`src/sv/assert_macros.svh`:
```
// assertion macros shared by the parser modules
`ifndef ASSERT_MACROS_SVH
`define ASSERT_MACROS_SVH

// property must hold at every clock edge outside reset
`define SFP_ASSERT(label, clk, rst_n, prop, msg) \
    label: assert property (@(posedge clk) disable iff (!(rst_n)) (prop)) \
        else $error(msg);

// condition must never be true outside reset
`define SFP_NEVER(label, clk, rst_n, cond, msg) \
    label: assert property (@(posedge clk) disable iff (!(rst_n)) !(cond)) \
        else $error(msg);

`endif

```
`src/sv/sfp_pkg.sv`:
```
// types and constants of the status frame parser
package sfp_pkg;

    localparam int MAX_FRAME_LENGTH = 32;
    localparam int LEN_W = $clog2(MAX_FRAME_LENGTH + 1);
    localparam int BYTE_W = 8;
    localparam int MODE_W = 3;
    localparam int HEAD_DEPTH = 3;

    localparam logic [BYTE_W-1:0] SYNC_BYTE = 8'h55;
    localparam logic [BYTE_W-1:0] MIN_LEN_BYTE = 8'd2;
    localparam logic [BYTE_W-1:0] MAX_LEN_BYTE = BYTE_W'(MAX_FRAME_LENGTH);
    localparam logic [LEN_W-1:0] STATUS_LENGTH = LEN_W'(3);
    localparam logic [MODE_W-1:0] TOP_MODE = 3'd4;

    localparam logic [BYTE_W-1:0] CMD_CONNECT = 8'd0;
    localparam logic [BYTE_W-1:0] CMD_LED = 8'd1;

    typedef enum logic [2:0] {
        PH_SYNC = 3'b001,
        PH_LEN  = 3'b010,
        PH_DATA = 3'b100
    } t_phase;

    typedef struct packed {
        logic              link_connected;
        logic [BYTE_W-1:0] host_led_bits;
        logic              frame_end;
        logic              status_applied;
    } t_result;

endpackage

```
`src/sv/sfp_channels.sv`:
```
// valid/ready channel interfaces for receive bytes, results and configuration
interface sfp_rx_if import sfp_pkg::*; ();
    logic              valid;
    logic              ready;
    logic [BYTE_W-1:0] rx_byte;

    modport source (output valid, output rx_byte, input ready);
    modport sink (input valid, input rx_byte, output ready);
endinterface

interface sfp_res_if import sfp_pkg::*; ();
    logic              valid;
    logic              ready;
    logic              link_connected;
    logic [BYTE_W-1:0] host_led_bits;
    logic              frame_end;
    logic              status_applied;

    modport source (output valid, output link_connected, output host_led_bits,
                    output frame_end, output status_applied, input ready);
    modport sink (input valid, input link_connected, input host_led_bits,
                  input frame_end, input status_applied, output ready);
endinterface

interface sfp_cfg_if import sfp_pkg::*; ();
    logic              valid;
    logic              ready;
    logic [MODE_W-1:0] active_mode;

    modport source (output valid, output active_mode, input ready);
    modport sink (input valid, input active_mode, output ready);
endinterface

```
`src/sv/sfp_parser.sv`:
```
// frame parser state, status flags and next-result logic
`include "assert_macros.svh"

module sfp_parser import sfp_pkg::*; (
    input  logic              i_clk,
    input  logic              i_rst_n,
    input  logic              i_accept,
    input  logic [BYTE_W-1:0] i_rx_byte,
    input  logic              i_cfg_write,
    input  logic [MODE_W-1:0] i_cfg_mode,
    output t_result           o_result
);

    t_phase            r_phase, n_phase;
    logic [LEN_W-1:0]  r_exp_len, n_exp_len;
    logic [LEN_W-1:0]  r_pos, n_pos;
    logic [BYTE_W-1:0] r_head [HEAD_DEPTH];
    logic [BYTE_W-1:0] n_head [HEAD_DEPTH];
    logic              r_connected, n_connected;
    logic [BYTE_W-1:0] r_led, n_led;
    logic [MODE_W-1:0] r_mode;
    logic [LEN_W-1:0]  pos_inc;
    logic              done;
    logic              applied;
    logic              mode_match;

    assign pos_inc = r_pos + LEN_W'(1);
    assign mode_match = (r_mode <= TOP_MODE) &&
                        (n_head[1] == {{(BYTE_W-MODE_W){1'b0}}, r_mode});

    always_comb begin
        for (int k = 0; k < HEAD_DEPTH; k++) begin
            n_head[k] = (r_phase == PH_DATA && r_pos == LEN_W'(k)) ? i_rx_byte : r_head[k];
        end
    end

    always_comb begin
        n_phase     = r_phase;
        n_exp_len   = r_exp_len;
        n_pos       = r_pos;
        n_connected = r_connected;
        n_led       = r_led;
        done        = 1'b0;
        applied     = 1'b0;
        unique case (r_phase)
            PH_SYNC: begin
                if (i_rx_byte == SYNC_BYTE) begin
                    n_phase = PH_LEN;
                end
            end
            PH_LEN: begin
                if (i_rx_byte >= MIN_LEN_BYTE && i_rx_byte <= MAX_LEN_BYTE) begin
                    n_exp_len = i_rx_byte[LEN_W-1:0];
                    n_pos     = '0;
                    n_phase   = PH_DATA;
                end else if (i_rx_byte != SYNC_BYTE) begin
                    n_phase = PH_SYNC;
                end
            end
            PH_DATA: begin
                n_pos = pos_inc;
                if (pos_inc >= r_exp_len) begin
                    done    = 1'b1;
                    n_phase = PH_SYNC;
                    n_pos   = '0;
                    if (r_exp_len == STATUS_LENGTH && mode_match) begin
                        if (n_head[0] == CMD_CONNECT) begin
                            n_connected = (n_head[2] == '0);
                            applied     = 1'b1;
                        end else if (n_head[0] == CMD_LED) begin
                            n_led   = n_head[2];
                            applied = 1'b1;
                        end
                    end
                end
            end
            default: begin
                n_phase = PH_SYNC;
                n_pos   = '0;
            end
        endcase
    end

    assign o_result.link_connected = n_connected;
    assign o_result.host_led_bits  = n_led;
    assign o_result.frame_end      = done;
    assign o_result.status_applied = applied;

    always_ff @(posedge i_clk) begin
        if (!i_rst_n) begin
            r_phase     <= PH_SYNC;
            r_exp_len   <= '0;
            r_pos       <= '0;
            r_connected <= 1'b0;
            r_led       <= '0;
            r_mode      <= '0;
        end else begin
            if (i_cfg_write) begin
                r_mode      <= i_cfg_mode;
                r_connected <= 1'b0;
            end else if (i_accept) begin
                r_connected <= n_connected;
            end
            if (i_accept) begin
                r_phase   <= n_phase;
                r_exp_len <= n_exp_len;
                r_pos     <= n_pos;
                r_led     <= n_led;
            end
        end
    end

    always_ff @(posedge i_clk) begin
        if (i_accept) begin
            for (int k = 0; k < HEAD_DEPTH; k++) begin
                r_head[k] <= n_head[k];
            end
        end
    end

    `SFP_ASSERT(a_pos_below_len, i_clk, i_rst_n,
        (r_phase == PH_DATA) |-> (r_pos < r_exp_len), "payload position past frame length")
    `SFP_ASSERT(a_applied_at_end, i_clk, i_rst_n,
        o_result.status_applied |-> o_result.frame_end, "status applied without frame end")
    `SFP_ASSERT(a_end_resyncs, i_clk, i_rst_n,
        (i_accept && o_result.frame_end) |=> (r_phase == PH_SYNC && r_pos == '0),
        "frame end did not return to sync hunt")

endmodule

```
`src/sv/sfp_out_reg.sv`:
```
// result register between the parser and the result channel
`include "assert_macros.svh"

module sfp_out_reg import sfp_pkg::*; (
    input  logic    i_clk,
    input  logic    i_rst_n,
    input  logic    i_valid,
    output logic    o_ready,
    input  t_result i_result,
    output logic    o_valid,
    input  logic    i_ready,
    output t_result o_result
);

    logic    r_valid;
    t_result r_result;

    assign o_ready  = !r_valid || i_ready;
    assign o_valid  = r_valid;
    assign o_result = r_result;

    always_ff @(posedge i_clk) begin
        if (!i_rst_n) begin
            r_valid <= 1'b0;
        end else if (o_ready) begin
            r_valid <= i_valid;
        end
    end

    always_ff @(posedge i_clk) begin
        if (i_valid && o_ready) begin
            r_result <= i_result;
        end
    end

    `SFP_NEVER(a_no_overwrite, i_clk, i_rst_n,
        i_valid && o_ready && r_valid && !i_ready, "result overwritten while stalled")
    `SFP_ASSERT(a_beat_lands, i_clk, i_rst_n,
        (i_valid && o_ready) |=> r_valid, "accepted beat left no result")

endmodule

```
`src/sv/status_frame_parser_top.sv`:
```
// top level of the sync/length framed status parser
// Each received byte beat yields one result beat, registered in the cycle after
// the byte is taken, and a new byte is taken every cycle while the result register
// is empty or being drained; the sustained rate is one byte per clock, set by the
// single result register behind the combinational parser. Results carry the link
// and LED flags after that byte, a frame-end pulse and a status-applied pulse.
// Configuration writes to active_mode are taken at any cycle, clear the connected
// flag, and must only be issued while no byte is still awaiting its result.
module status_frame_parser_top import sfp_pkg::*; (
    input  logic i_clk,
    input  logic i_rst_n,
    sfp_rx_if.sink    i_rx,
    sfp_cfg_if.sink   i_cfg,
    sfp_res_if.source o_res
);

    logic    accept;
    logic    in_ready;
    t_result next_result;
    t_result out_result;

    assign i_rx.ready  = in_ready;
    assign i_cfg.ready = 1'b1;
    assign accept      = i_rx.valid && in_ready;

    sfp_parser u_parser (
        .i_clk       (i_clk),
        .i_rst_n     (i_rst_n),
        .i_accept    (accept),
        .i_rx_byte   (i_rx.rx_byte),
        .i_cfg_write (i_cfg.valid),
        .i_cfg_mode  (i_cfg.active_mode),
        .o_result    (next_result)
    );

    sfp_out_reg u_out_reg (
        .i_clk    (i_clk),
        .i_rst_n  (i_rst_n),
        .i_valid  (i_rx.valid),
        .o_ready  (in_ready),
        .i_result (next_result),
        .o_valid  (o_res.valid),
        .i_ready  (o_res.ready),
        .o_result (out_result)
    );

    assign o_res.link_connected = out_result.link_connected;
    assign o_res.host_led_bits  = out_result.host_led_bits;
    assign o_res.frame_end      = out_result.frame_end;
    assign o_res.status_applied = out_result.status_applied;

endmodule
```
`src/flat_wrapper.sv`:
```
// flat-port wrapper written by rule: the top's interface ports become plain ports
module status_frame_parser_top_flat import sfp_pkg::*;
  (i_clk, i_rst_n, i_rx_valid, i_rx_rx_byte, i_rx_ready, i_cfg_valid, i_cfg_active_mode, i_cfg_ready, o_res_valid, o_res_link_connected, o_res_host_led_bits, o_res_frame_end, o_res_status_applied, o_res_ready);
  sfp_rx_if i_rx_i ();
  sfp_cfg_if i_cfg_i ();
  sfp_res_if o_res_i ();
  input  logic i_clk;
  input  logic i_rst_n;
  input wire logic [$bits(i_rx_i.valid)-1:0] i_rx_valid;
  input wire logic [$bits(i_rx_i.rx_byte)-1:0] i_rx_rx_byte;
  output wire logic [$bits(i_rx_i.ready)-1:0] i_rx_ready;
  input wire logic [$bits(i_cfg_i.valid)-1:0] i_cfg_valid;
  input wire logic [$bits(i_cfg_i.active_mode)-1:0] i_cfg_active_mode;
  output wire logic [$bits(i_cfg_i.ready)-1:0] i_cfg_ready;
  output wire logic [$bits(o_res_i.valid)-1:0] o_res_valid;
  output wire logic [$bits(o_res_i.link_connected)-1:0] o_res_link_connected;
  output wire logic [$bits(o_res_i.host_led_bits)-1:0] o_res_host_led_bits;
  output wire logic [$bits(o_res_i.frame_end)-1:0] o_res_frame_end;
  output wire logic [$bits(o_res_i.status_applied)-1:0] o_res_status_applied;
  input wire logic [$bits(o_res_i.ready)-1:0] o_res_ready;
  assign i_rx_i.valid = i_rx_valid;
  assign i_rx_i.rx_byte = i_rx_rx_byte;
  assign i_rx_ready = i_rx_i.ready;
  assign i_cfg_i.valid = i_cfg_valid;
  assign i_cfg_i.active_mode = i_cfg_active_mode;
  assign i_cfg_ready = i_cfg_i.ready;
  assign o_res_valid = o_res_i.valid;
  assign o_res_link_connected = o_res_i.link_connected;
  assign o_res_host_led_bits = o_res_i.host_led_bits;
  assign o_res_frame_end = o_res_i.frame_end;
  assign o_res_status_applied = o_res_i.status_applied;
  assign o_res_i.ready = o_res_ready;
  status_frame_parser_top u_core (.i_clk(i_clk), .i_rst_n(i_rst_n), .i_rx(i_rx_i), .i_cfg(i_cfg_i), .o_res(o_res_i));
endmodule
```
`config.mk`:
```
export PLATFORM = sky130hd
export DESIGN_NAME = status_frame_parser_top_flat
export DESIGN_NICKNAME = d
export VERILOG_FILES = /design/src/sv/sfp_pkg.sv /design/src/sv/sfp_channels.sv /design/src/sv/sfp_parser.sv /design/src/sv/sfp_out_reg.sv /design/src/sv/status_frame_parser_top.sv /design/src/flat_wrapper.sv
export VERILOG_INCLUDE_DIRS = /design/src /design/src/sv
export SDC_FILE = /design/constraint.sdc
export NUM_CORES = 1
export LEC_CHECK = 0
export ABC_AREA = 1
export ABC_CLOCK_PERIOD_IN_PS = 6800
export BUFFER_PORTS_ARGS = -buffer_cell sky130_fd_sc_hd__buf_2
export CORE_AREA = 2 2 78 80
export CTS_CLUSTER_SIZE = 8
export DETAILED_ROUTE_END_ITERATION = 8
export DIE_AREA = 0 0 80 82
export GPL_TIMING_DRIVEN = 0
export PLACE_DENSITY_LB_ADDON = 0.25
export SKIP_LAST_GASP = 1
export SYNTH_ARGS = -nofsm -noshare
export SYNTH_HDL_FRONTEND = slang
export SYNTH_HIERARCHICAL = 1
export SYNTH_SLANG_ARGS = --single-unit
```
`constraint.sdc`:
```
create_clock -name i_clk -period 6.8 [get_ports i_clk]
set_input_delay 1.36 -clock i_clk [delete_from_list [all_inputs] [get_ports i_clk]]
set_output_delay 1.36 -clock i_clk [all_outputs]
set_load 0.03 [all_outputs]
```
==> impl_metrics.json, run 1 <==
{
  "n_antenna_cell": 0,
  "end_kind": "register",
  "worst_pin_slew_ns": 1.13,
  "ctsHoldBuffers": 0,
  "maxCapViolations": 0,
  "cts-root-buf": "clkbuf_8",
  "drtAntennaViolNets": 0,
  "crit_required_ns": 7.06,
  "nets": 514,
  "synth_edf_count": 35,
  "cp_max_fo": 28,
  "detail_route.wl_per_cell_um": 13.8,
  "dp_hpwl_um": 5580,
  "clk_latency_ns": 0.34,
  "ys_ff_latch": 63,
  "setup_viol": 0,
  "numPortBuffers": 28,
  "synth_nets": 475,
  "place_congestion": 0.904,
  "vias": 3128,
  "finalClockSkew_ns": 0.00821,
  "pin_count": 30,
  "fin_area_um2": 3970,
  "cts.htree.levels": 3,
  "grt_remaining_overflow": 0,
  "syn_to_final_growth_pct": 13.2,
  "die_w_um": 80,
  "ir_drop_mv": 0.138,
  "clkTransAtPathRegs_ns": 0.07,
  "p_leak_nw": 1.90,
  "outcome": "finished clean",
  "dr.pass1.iters": 6,
  "syn-cell-area_um2": 3510,
  "drc": 0,
  "wl_met1_um": 3450,
  "min_period_ns": 3.30,
  "fin_setup_tns_ns": 0,
  "worst_hold_slack_ns": 0.487,
  "initial_core_util_pct": 61.1,
  "ys.flop_type": "edfxtp_1",
  "syn_inst": 449,
  "ys_seq_area_share_pct": 45.9,
  "vias_per_cell": 5.51,
  "die_h_um": 82,
  "drive_above_1_share_pct": 15.2,
  "grt_pass1_vias": 2869,
  "postPlaceCellArea_um2": 3740,
  "cp-start-kind": "input pin",
  "wl_met3_um": 540,
  "numCtsBuffers": 9,
  "synth_cell_types": 35,
  "rows": 28,
  "post_cts_resized": 0,
  "grt_pass1_wl_um": 13000,
  "top_layer": "met4",
  "rsz0062_at_grt": "no",
  "core_area_um2": 5750,
  "drv_slew": 0,
  "slew_headroom_pct": 25.0,
  "power_density_nw_per_um2": 222,
  "worstPathArrival_ns": 3.57,
  "drtIter0Drc": 224,
  "grt_usage_pct": 25.9,
  "worstSetupPathType": "in2reg",
  "finalHoldViolations": 0,
  "utilization_pct": 69.1,
  "totalWireLength_um": 7810,
  "hold_class": "reg2reg",
  "cts_tree": "yes",
  "cts_sinks": 63,
  "clockBufferDepth": 2,
  "avgSynthCellArea_um2": 7.82,
  "fin_crit_sh_pct": 48.6,
  "grt_max_degree": 29,
  "cts_setup_buffers": 0,
  "antenna_found_initial": 0,
  "yosysWarnings": 6,
  "die_area_um2": 6560,
  "synth_async_sr_flop_share_pct": 0,
  "max_freq_mhz": 303,
  "route.met2.wl_um": 3650
}
[where the power goes]
group	total [mW]	switching, mW	internal (mW)
logic	0.0891	0.0634	0.0257
registers	0.432	0.00791	0.424
clock network	0.361	0.148	0.213
[cell usage after synthesis (3+ instances only)]
| master | number | area, um2 |
|---|---|---|
| nand3b_1 | 3 | 22.5 |
| nand2_1 | 125 | 469 |
| ha_1 | 10 | 125 |
| clkbuf_1 | 5 | 18.8 |
| a21oi_2 | 3 | 26.3 |
| nor3_1 | 3 | 15.0 |
| inv_1 | 62 | 233 |
| o21ai_0 | 20 | 100 |
| nand2_2 | 5 | 31.3 |
| o21ai_1 | 8 | 40.0 |
| nor2_2 | 3 | 18.8 |
| nand3_1 | 44 | 220 |
| buf_2 | 3 | 15.0 |
| buf_6 | 3 | 33.8 |
| xor2_1 | 4 | 35.0 |
| nand4_1 | 6 | 37.5 |
| a21oi_1 | 27 | 135 |
| nor2_4 | 3 | 33.8 |
| nor2_1 | 27 | 101 |
| edfxtp_1 | 35 | 1050 |
| buf_4 | 4 | 30.0 |
| dfxtp_1 | 28 | 561 |
[state kept, by name (all words and copies together), names as in the netlist]
name / cells
u_core/u_parser/r_head: 24
u_core/u_out_reg/o_result: 11
u_core/u_parser/r_led: 8
u_core/u_parser/r_exp_len: 6
u_core/u_parser/r_pos: 6
u_core/u_parser/r_mode: 3
u_core/u_parser/r_phase: 3
u_core/u_out_reg/o_valid: 1
u_core/u_parser/r_connected: 1
[metrics by stage]
stage               cells  setup WS (ns)  power [mW]
global route          568           3.27       0.914
CTS                   568           3.50       0.884
finish                568           3.50       0.882
floorplan             449           3.71       0.500
detailed placement    552           3.18       0.528
global placement      552           3.19       0.525
[kinds of logic after synthesis]
logic type	Yosys count	synth area share, %
other	1	0.107
flip-flops	63	45.9
XOR/XNOR	4	0.998
adder cells (fa/ha/maj)	10	3.56
AO/OA/AOI/OAI	66	10.4
AND/OR/NAND/NOR	226	29.4
buffers and inverters	79	9.62
[cells in the final DEF (no fill, tap or decap), types with 5 or more instances in the layout]
master / n
edfxtp_1: 35
a21oi_1: 27
buf_2: 31
nand3_1: 44
clkbuf_8: 11
o21ai_1: 8
nor2_1: 27
nand4_1: 6
inv_1: 62
nand2_2: 5
o21ai_0: 20
clkbuf_1: 6
ha_1: 10
dfxtp_1: 28
nand2_1: 125
[path summary, 6_finish.rpt]
check,slack (ns),endpoint,startpoint,cells after the start
worst max-delay path,3.50,u_core/u_parser/r_exp_len[0],o_res_ready,9
worst min-delay path,0.49,u_core/u_parser/r_exp_len[1],u_core/u_parser/r_exp_len[1],2
worst max register to register,3.95,u_core/u_out_reg/o_result[10],u_core/u_parser/r_pos[0],15
worst min register to register,0.49,u_core/u_parser/r_exp_len[1],u_core/u_parser/r_exp_len[1],2
[routing by layer]
layer | up-vias | global-route usage, %
met5 | - | 0
met4 | 0 | 11.4
met1 | 1410 | 33.4
met3 | 20 | 3.74
met2 | 146 | 43.5
li1 | 1552 | -
[area by class of cell]
| class | count | area [um2] |
|---|---|---|
| buffer | 15 | 97.6 |
| clock buffer | 13 | 180 |
| clock inverter | 3 | 47.5 |
| fill | 465 | 1770 |
| inverter | 64 | 240 |
| multi-input combinational | 307 | 1560 |
| sequential | 63 | 1610 |
| tap | 75 | 93.8 |
| timing repair buffer | 28 | 140 |
[worst max-delay path, stage by stage]
cell      delay (ns)
buf_2           0.08
inv_2           0.04
nand2_2         0.06
nand2_1         0.05
inv_1           0.76
clkbuf_1        0.40
clkbuf_1        0.51
nand3_1         0.15
a21oi_1         0.15
No activity file was read; power rests on OpenSTA's default activity.
==> run 2: changes to the inputs <==
- ABC_CLOCK_PERIOD_IN_PS: 6800 -> 2700
- CORE_AREA: 2 2 78 80 -> 2 2 84 86
- DIE_AREA: 0 0 80 82 -> 0 0 86 88
- clock period: 6.8 -> 2.7 ns (I/O delays scaled with it)
==> run 2 against run 1 <==
First-iteration DRC count increased by 11%. Power up 140%. Count of clock-buffer cells in the layout is 2 lower. Largest cell class unchanged. Register-to-register slack got worse by 3.8 ns. Die area up 15%. Clock skew up 0.0015 ns. Combinational power increased to 2.5 times the previous value. Flip-flop and latch count is the same. Cell count is 1.8% higher. Sequential power grew to 2.5 times the previous value. Via count fell by 1.2%. Critical path type is now reg2reg.
==> impl_metrics.json, run 2 (synthesis gave the netlist of run 1 again) <==
{
  "drive_above_1_share_pct": 17.3,
  "final_cell_mix": "125 x nand2_1, 61 x inv_1, 44 x nand3_1",
  "clk_latency_ns": 0.34,
  "syn_to_final_growth_pct": 14.3,
  "worstPathArrival_ns": 2.70,
  "cts-root-buf": "clkbuf_8",
  "detail_route.wl_per_cell_um": 14.0,
  "fin_area_um2": 4010,
  "drc": 0,
  "drtAntennaViolNets": 0,
  "grt_pass1_vias": 2719,
  "totalWireLength_um": 8120,
  "p_leak_nw": 1.90,
  "grt_usage_pct": 22.3,
  "slew_headroom_pct": 20.7,
  "rr_worst_depth": 14,
  "top_register": "u_core/u_parser/r_head",
  "clockBufferDepth": 2,
  "ctsHoldBuffers": 0,
  "numPortBuffers": 28,
  "worst_pin_slew_ns": 1.19,
  "crit_required_ns": 2.81,
  "rsz0062_at_grt": "yes",
  "power_density_nw_per_um2": 523,
  "dp_hpwl_um": 5710,
  "pin_count": 30,
  "rrSetupSlack_ns": 0.11,
  "p_switching_mw": 0.544,
  "cp-start-kind": "register",
  "numCtsBuffers": 9,
  "cpPeakStageDelay_ns": 0.36,
  "min_period_ns": 2.59,
  "initial_core_util_pct": 52.8,
  "comb_power_share_pct": 10.8,
  "place_congestion": 0.896,
  "grt_pass1_wl_um": 13000,
  "critical_path_buf_inv_count": 4,
  "fillers": 633,
  "min_path_cells": 3,
  "slowest_stage": "dfxtp_4",
  "die_w_um": 86,
  "grt_remaining_overflow": 0,
  "setup_viol": 0,
  "ir_drop_mv": 0.265,
  "core_area_um2": 6640,
  "internal_power_mw": 1.55,
  "hold_class": "in2reg",
  "power.total_mw": 2.10,
  "rows": 30,
  "seqPwrFrac_pct": 51.8,
  "dr.pass1.iters": 5,
  "finalClockSkew_ns": 0.00974,
  "max_freq_mhz": 386,
  "vias_per_cell": 5.34,
  "cts.htree.levels": 3,
  "nets": 519,
  "worst-path-stages": 14,
  "drtIter0Drc": 249,
  "switching_share_pct": 25.9,
  "vias": 3089,
  "cts_sinks": 63,
  "fin_crit_sh_pct": 96.1,
  "cp_max_fo": 10,
  "cp_cell_sequence": "ha_1 > nand3_1 > xor2_1 > ha_1 > nand2_1 > inv_1 > o211ai_1 > o2111ai_2 > nand3_4 > buf_8 > nand2_1 > o21ai_2 > inv_1 > buf_4",
  "cts_tree": "yes",
  "largest_register_ff_count": 24,
  "grt_max_degree": 29,
  "die_area_um2": 7570,
  "fin_setup_tns_ns": 0,
  "cp_top_family": "simple AND/OR/NAND/NOR gates",
  "postPlaceCellArea_um2": 3750,
  "finalHoldViolations": 0,
  "maxCapViolations": 0,
  "p_clk_share_pct": 37.3,
  "worstSetupPathType": "reg2reg",
  "die_h_um": 88,
  "outcome": "finished clean",
  "clkTransAtPathRegs_ns": 0.07,
  "end_kind": "register",
  "final_common_cell": "nand2_1",
  "antenna_found_initial": 0,
  "drv_slew": 0,
  "n_antenna_cell": 0
}
-- run 2: changes by cell type in the layout (fill, tap and decap cells not counted), moves of 2 or more --
| cell | change |
|---|---|
| dfxtp_4 | +2 |
| clkbuf_8 | -2 |
| dfxtp_1 | -3 |
| clkinv_4 | -2 |
| clkinv_2 | +4 |
| buf_4 | +5 |
-- run 2: timing repair --
item	4_1_cts	5_1_grt
resized for setup	1	12
buffers inserted	0	5
endpoints found under the setup margin	4	24
pin swaps	1	3
cloned	0	0
-- run 2: final timing paths --
check,to,start
max,u_core/u_out_reg/o_result[10],u_core/u_parser/r_pos[0]
min,u_core/u_out_reg/o_valid,i_rst_n
max reg2reg,u_core/u_out_reg/o_result[10],u_core/u_parser/r_pos[0]
min reg2reg,u_core/u_parser/r_pos[4],u_core/u_parser/r_pos[4]
-- run 2: stage by stage --
| stage | worst slack (ns) | utilization (%) | hold slack, ns | std cells |
|---|---|---|---|---|
| 4_1_cts | -0.00454 | 59.3 | 0.428 | 573 |
| 3_3_place_gp | -0.0799 | 56.5 | 0.472 | 557 |
| 5_1_grt | -0.0545 | 60.4 | 0.451 | 578 |
| 3_5_place_dp | -0.129 | 56.5 | 0.473 | 557 |
| 2_1_floorplan | 0.259 | - | 0.450 | 449 |
| 6_report | 0.107 | 60.4 | 0.434 | 578 |
-- run 2: final cells by class --
type                       instances  area, um2  area share [%]
timing repair buffer              33        178            4.43
sequential                        63       1620            40.4
inverter                          64        244            6.08
clock buffer                      11        131            3.28
multi-input combinational        307       1590            39.6
tap                               80        100            2.50
buffer                            15        101            2.53
clock inverter                     5       50.0            1.25
-- run 2: per-layer routing --
| layer | share of wire, % | up-vias | GRT usage (%) | routed length, um |
|---|---|---|---|---|
| met2 | 45 | 89 | 34.0 | 3690 |
| met5 | 0 | - | 0 | 0 |
| met4 | 2.4 | 0 | 11.3 | 191 |
| li1 | - | 1550 | - | - |
| met3 | 5.3 | 17 | 3.49 | 431 |
| met1 | 47 | 1433 | 30.9 | 3810 |
-- run 2: power by group through the flow --
stage / Clock [mW] / Sequential, mW / Combinational [mW]
global route: 0.843 / 1.09 / 0.254
CTS: 0.796 / 1.09 / 0.224
floorplan: 0 / 1.13 / 0.130
detailed placement: 0 / 1.11 / 0.223
global placement: 0 / 1.11 / 0.215
finish: 0.783 / 1.09 / 0.227
-- run 2: worst register-to-register path, stage by stage, from the launching register on --
cell and delay [ns]:
dfxtp_4 0.36, ha_1 0.22, nand3_1 0.10, xor2_1 0.22
ha_1 0.27, nand2_1 0.09, inv_1 0.06, o211ai_1 0.10
o2111ai_2 0.23, nand3_4 0.22, buf_8 0.16, nand2_1 0.08
o21ai_2 0.08, inv_1 0.06, buf_4 0.12
==> run 3: changes to the inputs <==
- GPL_TIMING_DRIVEN: 0 -> unset
==> run 3 against run 2 <==
Maximum frequency up 3.5%. Sequential power about the same. Register-to-register slack better by 0.09 ns. Global-route usage down 1.2 points. Die area unchanged. Sequential share of layout area about the same. Utilization down 0.24 points. Highest routed layer unchanged. Power up 4.2%. Combinational power about the same. Routed wire length down 3.8%. Worst setup slack better by 0.087 ns. First-iteration DRC count down 30%.
==> impl_metrics.json, run 3 (synthesis gave the netlist of run 1 again) <==
{
  "outcome": "finished clean",
  "final_cell_mix": "123 x nand2_1, 62 x inv_1, 44 x nand3_1",
  "fin_setup_tns_ns": 0,
  "numCtsBuffers": 9,
  "die_h_um": 88,
  "top_register": "u_core/u_parser/r_head",
  "core_area_um2": 6640,
  "syn_to_final_growth_pct": 13.8,
  "cp_cell_sequence": "nand3_1 > nand3b_1 > xor2_1 > inv_1 > ha_1 > nand2_2 > inv_1 > o211ai_1 > o2111ai_4 > nor2_1 > inv_1 > nand3b_1 > inv_1 > nand2_1 > a21oi_1",
  "cts_tree": "yes",
  "critical_path_buf_inv_count": 4,
  "min_period_ns": 2.51,
  "cts_sinks": 63,
  "internal_power_mw": 1.64,
  "worst_pin_slew_ns": 0.621,
  "end_kind": "register",
  "grt_pass1_vias": 2777,
  "worst_hold_slack_ns": 0.474,
  "grt_pass1_wl_um": 12400,
  "finalClockSkew_ns": 0.00978,
  "slowest_stage": "dfxtp_2",
  "drv_slew": 0,
  "slew_headroom_pct": 58.1,
  "die_w_um": 86,
  "p_switching_mw": 0.545,
  "hold_class": "in2reg",
  "totalWireLength_um": 7810,
  "dp_hpwl_um": 5390,
  "die_area_um2": 7570,
  "switching_share_pct": 24.9,
  "clkTransAtPathRegs_ns": 0.07,
  "p_clk_share_pct": 40.0,
  "detail_route.wl_per_cell_um": 13.8,
  "place_congestion": 0.848,
  "rows": 30,
  "cp-start-kind": "register",
  "dr.pass1.iters": 6,
  "vias": 3036,
  "worstPathArrival_ns": 2.72,
  "cp_common_cell": "inv_1",
  "numPortBuffers": 28,
  "largest_register_ff_count": 24,
  "cp_top_family": "simple AND/OR/NAND/NOR gates",
  "cp_max_fo": 6,
  "ir_drop_mv": 0.281,
  "initial_core_util_pct": 52.8,
  "power_density_nw_per_um2": 547,
  "cts-root-buf": "clkbuf_8",
  "crit_required_ns": 2.92,
  "max_freq_mhz": 399,
  "n_antenna_cell": 0,
  "maxCapViolations": 0,
  "drtAntennaViolNets": 0,
  "setup_viol": 0,
  "vias_per_cell": 5.37,
  "p_leak_nw": 1.87,
  "finalHoldViolations": 0,
  "cpPeakStageDelay_ns": 0.37,
  "drtIter0Drc": 174,
  "grt_remaining_overflow": 0,
  "grt_usage_pct": 21.1,
  "nets": 506,
  "fin_crit_sh_pct": 92.8,
  "final_common_cell": "nand2_1",
  "cts.htree.levels": 3,
  "pin_count": 30,
  "clk_latency_ns": 0.34,
  "seqPwrFrac_pct": 49.8,
  "drive_above_1_share_pct": 17.1,
  "drc": 0,
  "comb_power_share_pct": 10.2,
  "antenna_found_initial": 0,
  "grt_max_degree": 43,
  "clockBufferDepth": 2,
  "worstSetupPathType": "reg2reg"
}
[run 3: final cells by class]
class,count,area [um2]
repair buffers,33,190
flip-flops and latches,63,1620
inverters,64,240
multi-input cells,309,1630
well taps,80,100
clock buffers,12,166
clock inverters,4,51.3
fillers,594,2650
[run 3: worst min-delay path, stage by stage]
cell	delay [ns]
buf_2	0.08
inv_2	0.03
nand2_2	0.07
a21oi_2	0.05
[run 3: what timing repair did]
item | 4_1_cts | 5_1_grt
setup buffers | 0 | 1
gates resized for setup | 0 | 14
hold buffers | 0 | 0
endpoints found under the setup margin | 0 | 24
[run 3: stage by stage]
step	total power [mW]	instances	setup slack (ns)	area [um2]	utilization, %
global placement	1.32	546	0.161	3700	55.6
finish	2.19	565	0.193	4000	60.1
floorplan	1.26	449	0.259	3510	-
global route	2.28	565	-0.0538	4000	60.1
detailed placement	1.33	546	0.107	3700	55.6
CTS	2.20	562	0.0834	3910	58.9
[run 3: path summary, 6_finish.rpt]
kind,startpoint,to,slack (ns),cells after the start
worst max-delay path,u_core/u_parser/r_pos[2],u_core/u_parser/r_phase[1],0.19,15
worst min-delay path,o_res_ready,u_core/u_out_reg/o_valid,0.47,4
worst max register to register,u_core/u_parser/r_pos[2],u_core/u_parser/r_phase[1],0.19,15
worst min register to register,u_core/u_parser/r_exp_len[1],u_core/u_parser/r_exp_len[1],0.49,2
[run 3: power groups by stage]
stage	clock (mW)	sequential, mW	combinational [mW]
2_1_floorplan	0	1.13	0.130
3_3_place_gp	0	1.11	0.213
3_5_place_dp	0	1.11	0.219
4_1_cts	0.889	1.09	0.220
5_1_grt	0.930	1.09	0.251
6_report	0.874	1.09	0.224
[run 3: per-layer routing]
metal | part of all wire, % | track usage [%] | vias up
li1 | - | - | 1535
met5 | 0 | 0 | -
met4 | 2.0 | 8.66 | 0
met2 | 47 | 35.0 | 97
met3 | 5.4 | 3.49 | 12
met1 | 46 | 27.4 | 1392
